`config.mk`:
```
export PLATFORM = sky130hd
export DESIGN_NAME = button_debounce_press_classifier
export DESIGN_NICKNAME = d
export VERILOG_FILES = /design/src/design/bdpc_pkg.sv /design/src/design/button_debounce_press_classifier.sv
export SDC_FILE = /design/constraint.sdc
export NUM_CORES = 1
export LEC_CHECK = 0
export BUFFER_PORTS_ARGS = -buffer_cell sky130_fd_sc_hd__buf_2
export CORE_UTILIZATION = 57
export DETAILED_ROUTE_END_ITERATION = 12
export PLACE_DENSITY = 0.76
export SLEW_MARGIN = 20
export SYNTH_ARGS = -nofsm -noshare
export SYNTH_HDL_FRONTEND = slang
export SYNTH_SLANG_ARGS = --single-unit
```
`constraint.sdc`:
```
create_clock -name clk_i -period 12.8 [get_ports clk_i]
set_input_delay 0.64 -clock clk_i [delete_from_list [all_inputs] [get_ports clk_i]]
set_output_delay 0.64 -clock clk_i [all_outputs]
set_load 0.01 [all_outputs]
```
`src/design/bdpc_pkg.sv`:
```
`timescale 1ns / 1ps
// ----------------------------------------------------------------------------
// bdpc_pkg
// Shared types and constants of the button debounce and press classifier.
// ----------------------------------------------------------------------------
package bdpc_pkg;

  // Width of the quiet-time and hold-time counters (range 8 to 32).
  localparam int unsigned CountBits  = 16;
  // Width of the threshold registers.
  localparam int unsigned ThreshBits = 16;
  // Width at which counters and thresholds are compared.
  localparam int unsigned CmpBits    = (CountBits > ThreshBits) ? CountBits : ThreshBits;

  typedef logic [CountBits-1:0]  count_t;
  typedef logic [ThreshBits-1:0] thresh_t;
  typedef logic [CmpBits-1:0]    cmp_t;

  localparam count_t CntMax = {CountBits{1'b1}};

  // Reset values of the threshold registers.
  localparam thresh_t DebounceReset = ThreshBits'(50);
  localparam thresh_t LongReset     = ThreshBits'(1000);
  localparam thresh_t VeryLongReset = ThreshBits'(5000);

  localparam int unsigned CfgIndexBits = 2;

  typedef enum logic [CfgIndexBits-1:0] {
    RegDebounce = 2'd0,
    RegLong     = 2'd1,
    RegVeryLong = 2'd2
  } cfg_reg_e;

  typedef enum logic [1:0] {
    EvNone     = 2'd0,
    EvClick    = 2'd1,
    EvLong     = 2'd2,
    EvVeryLong = 2'd3
  } press_event_e;

  // Saturating increment of a counter.
  function automatic count_t sat_inc(input count_t v);
    sat_inc = (v == CntMax) ? v : v + count_t'(1);
  endfunction

endpackage

```
`src/design/button_debounce_press_classifier.sv`:
```
`timescale 1ns / 1ps
// ----------------------------------------------------------------------------
// button_debounce_press_classifier
// Debounces an active-low button sample stream and classifies presses.
// Each sample passes through the input register, then the result register,
// and a stalled result holds it between them; one item per cycle sustained
// while the result stream is not stalled, as the state updates per transfer.
// Reset (async, active low): level released, counters and flags cleared,
// thresholds 50 / 1000 / 5000 ticks.
// ----------------------------------------------------------------------------
module button_debounce_press_classifier (
  input  logic       clk_i,
  input  logic       rst_ni,
  // raw sample stream
  input  logic       s_axis_tvalid,
  output logic       s_axis_tready,
  input  logic [7:0] s_axis_tdata,   // [0] raw_level, [7:1] zero
  // result stream
  output logic       m_axis_tvalid,
  input  logic       m_axis_tready,
  output logic [7:0] m_axis_tdata,   // [1:0] press_event, [2] held_now, [7:3] zero
  // configuration writes
  input  logic                              cfg_valid_i,
  output logic                              cfg_ready_o,
  input  logic [bdpc_pkg::CfgIndexBits-1:0] cfg_index_i,
  input  logic [bdpc_pkg::ThreshBits-1:0]   cfg_data_i
);

  // --------------------------------------------------------------------------
  // Configuration registers. Writes are always taken; unknown indices drop.
  // --------------------------------------------------------------------------
  bdpc_pkg::thresh_t debounce_q, long_q, very_long_q;

  assign cfg_ready_o = 1'b1;

  always_ff @(posedge clk_i or negedge rst_ni) begin
    if (!rst_ni) begin
      debounce_q  <= bdpc_pkg::DebounceReset;
      long_q      <= bdpc_pkg::LongReset;
      very_long_q <= bdpc_pkg::VeryLongReset;
    end else if (cfg_valid_i) begin
      unique case (bdpc_pkg::cfg_reg_e'(cfg_index_i))
        bdpc_pkg::RegDebounce: debounce_q  <= cfg_data_i;
        bdpc_pkg::RegLong:     long_q      <= cfg_data_i;
        bdpc_pkg::RegVeryLong: very_long_q <= cfg_data_i;
        default: ;
      endcase
    end
  end

  // --------------------------------------------------------------------------
  // Handshake. The input register holds one sample; it moves into the result
  // register (and updates the state) whenever that register is free or being
  // drained. So one sample may be taken while a result is stalled.
  // --------------------------------------------------------------------------
  logic in_valid_q, in_level_q;
  logic out_valid_q;
  logic advance;

  assign advance       = in_valid_q && (!out_valid_q || m_axis_tready);
  assign s_axis_tready = !in_valid_q || advance;

  always_ff @(posedge clk_i or negedge rst_ni) begin
    if (!rst_ni) begin
      in_valid_q <= 1'b0;
    end else if (s_axis_tready) begin
      in_valid_q <= s_axis_tvalid;
    end
  end

  always_ff @(posedge clk_i) begin
    if (s_axis_tready && s_axis_tvalid) begin
      in_level_q <= s_axis_tdata[0];
    end
  end

  always_ff @(posedge clk_i or negedge rst_ni) begin
    if (!rst_ni) begin
      out_valid_q <= 1'b0;
    end else if (advance) begin
      out_valid_q <= 1'b1;
    end else if (m_axis_tready) begin
      out_valid_q <= 1'b0;
    end
  end

  // --------------------------------------------------------------------------
  // Debounce and classification state.
  // --------------------------------------------------------------------------
  logic                    prev_q, prev_d;
  logic                    stable_q, stable_d;
  bdpc_pkg::count_t        quiet_q, quiet_d;
  bdpc_pkg::count_t        hold_q, hold_d;
  logic                    long_done_q, long_done_d;
  logic                    vlong_done_q, vlong_done_d;
  bdpc_pkg::press_event_e  event_d, event_q;
  logic                    level_change;

  always_comb begin
    prev_d       = in_level_q;
    stable_d     = stable_q;
    long_done_d  = long_done_q;
    vlong_done_d = vlong_done_q;
    event_d      = bdpc_pkg::EvNone;

    // a change of the raw sample restarts the quiet time
    quiet_d = (in_level_q != prev_q) ? '0 : bdpc_pkg::sat_inc(quiet_q);
    hold_d  = bdpc_pkg::sat_inc(hold_q);

    level_change = (bdpc_pkg::cmp_t'(quiet_d) > bdpc_pkg::cmp_t'(debounce_q))
                   && (in_level_q != stable_q);

    if (level_change) begin
      stable_d = in_level_q;
      if (!in_level_q) begin
        // new press: restart hold time, rearm both actions
        hold_d       = '0;
        long_done_d  = 1'b0;
        vlong_done_d = 1'b0;
      end else if (!long_done_q && !vlong_done_q) begin
        event_d = bdpc_pkg::EvClick;
      end
    end

    if (!stable_d) begin
      if (!vlong_done_d
          && (bdpc_pkg::cmp_t'(hold_d) >= bdpc_pkg::cmp_t'(very_long_q))) begin
        // very long press also counts as the long action
        vlong_done_d = 1'b1;
        long_done_d  = 1'b1;
        event_d      = bdpc_pkg::EvVeryLong;
      end else if (!long_done_d
                   && (bdpc_pkg::cmp_t'(hold_d) >= bdpc_pkg::cmp_t'(long_q))) begin
        long_done_d = 1'b1;
        event_d     = bdpc_pkg::EvLong;
      end
    end
  end

  always_ff @(posedge clk_i or negedge rst_ni) begin
    if (!rst_ni) begin
      prev_q       <= 1'b1;
      stable_q     <= 1'b1;
      quiet_q      <= '0;
      hold_q       <= '0;
      long_done_q  <= 1'b0;
      vlong_done_q <= 1'b0;
    end else if (advance) begin
      prev_q       <= prev_d;
      stable_q     <= stable_d;
      quiet_q      <= quiet_d;
      hold_q       <= hold_d;
      long_done_q  <= long_done_d;
      vlong_done_q <= vlong_done_d;
    end
  end

  // result payload; held level is read straight from the stable state
  always_ff @(posedge clk_i) begin
    if (advance) begin
      event_q <= event_d;
    end
  end

  assign m_axis_tvalid = out_valid_q;
  assign m_axis_tdata  = {5'b0, !stable_q, event_q};

  // --------------------------------------------------------------------------
  // Assertions
  // --------------------------------------------------------------------------
  a_vlong_implies_long: assert property (
    @(posedge clk_i) disable iff (!rst_ni) vlong_done_q |-> long_done_q)
    else $error("very long flag set without long flag");

  a_hold_events_pressed: assert property (
    @(posedge clk_i) disable iff (!rst_ni)
    (out_valid_q && (event_q == bdpc_pkg::EvLong || event_q == bdpc_pkg::EvVeryLong))
    |-> !stable_q)
    else $error("hold event reported while released");

  a_click_released: assert property (
    @(posedge clk_i) disable iff (!rst_ni)
    (out_valid_q && event_q == bdpc_pkg::EvClick) |-> stable_q)
    else $error("click reported while pressed");

  a_state_moves_with_transfer: assert property (
    @(posedge clk_i) disable iff (!rst_ni)
    !advance |=> ($stable(stable_q) && $stable(hold_q) && $stable(quiet_q)))
    else $error("state changed without an item moving to the result register");

endmodule

```
==> metrics.md <==
| Metric | Value |
|---|---|
| Synthesized flop and latch total | 89 |
| Reg2reg end | event_q[1] |
| Mean area per synthesized cell | 9.25 um^2 |
| CP startpoint kind | flip-flop |
| HP Class | input port to asynchronous set/reset pin |
| Sequential element share of the synthesized area | 40.4% |
| Post-synth top area cell | dfrtp_1 |
| Worst reg2reg path depth | 22 |
| Setup CP Type | flip-flop to flip-flop |
| Flop2flop setup slack | 6690 ps |
| Maximum vdd drop | 0.0683 mV |
| Root Buffer Master | clkbuf_8 |
| Drc violations | 0 |
| RSZ-0062 raised after global routing | no |
| Number of diodes | 0 |
| CTS tree | done |
| Cells after synthesis | 605 |
| Setup bufs post-CTS | 0 |
| Count of pins over their slew limit | 0 |
| Multi-input gate area | 0.00300 mm^2 |
| Count of cell types in the netlist | 59 |
| DP Area | 0.00580 mm^2 |
| Top Ports | 42 |
| CTS Hold Bufs | 0 |
| Clock network power share | 22.7% |
| Final hold violation count | 0 |
| Setup WS post-layout | 6690 ps |
| Via density | 5.89 |
| Die extent in x | 101 um |
| CP max stage cell | or3_1 |
| Pint | 0.000502 W |
| Sw frac | 35.5% |
| Fin util | 63.7% |
| Post-cts resize count | 0 |
| CTS Buffer Depth | 2 |
| Largest net degree at the start of global routing | 87 |
| EDFF count, synth | 3 |
| Area of the mapped netlist | 0.00560 mm^2 |
| Initial antenna violation count | 0 |
| Worst endpoint data arrival time | 6210 ps |
| Synth area leaders | dfrtp_1 (31%), ha_1 (11%), dfstp_2 (7.5%), mux2_2 (6.6%), nand2_1 (4.8%) |
| P per Cell Area | 130 mW/mm^2 |
| Synth warn | 0 |
| Worst-Margin Slew | 1070 ps |
| CP Launch Point | quiet_q[0] |
| Crit Path Max Fanout | 10 |
| Setup TNS | 0 ps |
| WL/cell | 16.3 um |
| FILL cells | 792 |
| Count leader, synth | nand2_1 |
| Initial drt markers | 223 |
| Static Leak | 2.74 nW |
| Die Area | 0.0102 mm^2 |
| Primary FF master, synth | dfrtp_1 |
| First-pass GRT wire length | 20900 um |
| Clock transition at path regs | 100 ps |
| Slew margin rel. | 28.4% |
| Routability cong. | 0.831 |
| Max_cap viols | 0 |
| Clock Skew | 14.0 ps |
| Period utilization | 47.8% |
| Clock Sinks | 89 |
| CTS H-tree lvls | 3 |
| Vert. Die Dim | 101 um |
| CP endpoint kind | flip-flop |
| CP most frequent cell | ha_1 |
| Fmax | 164 MHz |
| Initial Utilization | 59.7% |
| FF+latch area | 0.00226 mm^2 |
| DRT antenna net count | 0 |
| Synth top area share | 31.3% |
| Seq pwr share | 47.5% |
| CP peak stage delay | 580 ps |
| Top post-synthesis cells by count | nand2_1 (72), dfrtp_1 (70), inv_1 (54) |
| Part of the power in combinational logic | 29.8% |
| Layout area overhead | 6.68% |
| Port bufs | 28 |
| CP required | 12900 ps |
| Total grt overflow | 0 |
| Synth async-reset ratio | 96.6% |
| Min Tclk post-route | 6110 ps |
| Psw | 0.000276 W |
| Launching point of the worst reg2reg path | quiet_q[0] |
| Placeable Area | 0.00937 mm^2 |
| Post-layout nets | 705 |
| Number of CTS-inserted buffers | 9 |
| Final Cell Area | 0.00597 mm^2 |
| Worst skew pair latency | 360 ps |
| Layout cells sized above 1 | 16.7% |
| Via Count | 4461 |
| CP cell instances | ha_1, nand2_1, or3_1, nor2b_1, nand3_1, xor2_1, nor2_1, ha_1, nand4_1, a2111o_1, a31oi_1, nand2b_1, o21ai_0, nor2_1, ha_1, a21o_1, a31oi_1, o21ai_0, a221oi_1, nand2_1, a21oi_1, o22ai_1 |
| Endpoints failing setup | 0 |
| DRT Pass-1 Iters | 4 |
| Vias in the first global route | 4230 |
| DP Wirelength | 8860 um |
| Setup slack after placement | 6870 ps |
| Final WL | 12300 um |
| Num rows | 35 |
| Outcome | finished clean |
| Total track usage | 26.4% |
## sequential cells by signal, summed over array words and instances (netlist names), 2 cells and up
name         flops
event_q          2
debounce_q      16
quiet_q         16
very_long_q     16
hold_q          16
long_q          16
## through the flow
stage / std cells / hold slack [ps] / total power [W]
finish: 758 / 319 / 0.000778
global route: 758 / 382 / 0.000832
CTS: 758 / 441 / 0.000780
detailed placement: 742 / 478 / 0.000603
global placement: 742 / 466 / 0.000589
floorplan: 609 / 344 / 0.000536
## kinds of logic (layout without fill, tap and decap cells)
family,after synthesis,in the layout,share of synthesized area (%)
and+or+nand+nor,187,187,15.9
AOI/OAI and AO/OA,136,136,15.3
DFF,89,89,40.4
buffers and inverters,82,102,6.35
adders and majority gates,50,50,11.2
muxes,37,37,7.35
xor gates and xnor gates,22,22,3.44
other,2,6,0.134
## per-layer routing
metal	track usage, %	routed length [um]	up-vias
met3	3.05	523	16
met2	41.9	5700	114
li1	-	-	2153
met5	0	0	-
met4	8.14	187	0
met1	38.0	5930	2178
## placed cells by master, fill, tap and decap left out, types with 3 or more instances in the layout
master	count
nor3_1	5
nand3b_1	3
dfstp_2	16
nand4_1	11
conb_1	6
o21ai_0	40
o31ai_1	19
nor4_1	4
a31oi_1	11
nand2b_1	9
xor2_1	13
and3_1	5
nor2b_1	3
a21o_1	4
nand2_1	72
clkbuf_8	9
buf_2	27
inv_1	54
mux2_2	33
nand3_1	19
a211oi_1	6
clkinv_4	3
dfrtp_1	70
a21oi_1	34
xnor2_1	9
nor2_1	43
mux2i_1	4
ha_1	50
buf_4	3
edfxtp_1	3
## worst max path at each step
stage | end | slack, ps
floorplan | event_q[1] | 7570
global placement | event_q[1] | 6950
detailed placement | event_q[1] | 6870
CTS | event_q[1] | 6820
global route | event_q[1] | 6280
finish | event_q[1] | 6690
## power by group through the flow
stage	clock network, W	logic [W]	registers (W)
2_1_floorplan	0	0.000171	0.000365
3_3_place_gp	0	0.000218	0.000371
3_5_place_dp	0	0.000228	0.000375
4_1_cts	0.000180	0.000231	0.000369
5_1_grt	0.000189	0.000266	0.000377
6_report	0.000177	0.000232	0.000370
## critical path: cells and delay by family (launching register included)
family	cells	cell delay (ps)
flip-flops	1	460
AND/OR/NAND/NOR	9	1960
AO/OA/AOI/OAI	9	2330
adder cells (fa/ha/maj)	3	910
XOR/XNOR	1	160
## area by class of cell
class,instances,share of cell area [%]
clock buffer,10,2.14
clock inverter,6,0.754
inverter,55,3.46
multi-input combinational,438,50.3
sequential,89,37.9
tap,129,2.70
timing repair buffer,31,2.83
No activity file was read; power rests on OpenSTA's default activity.
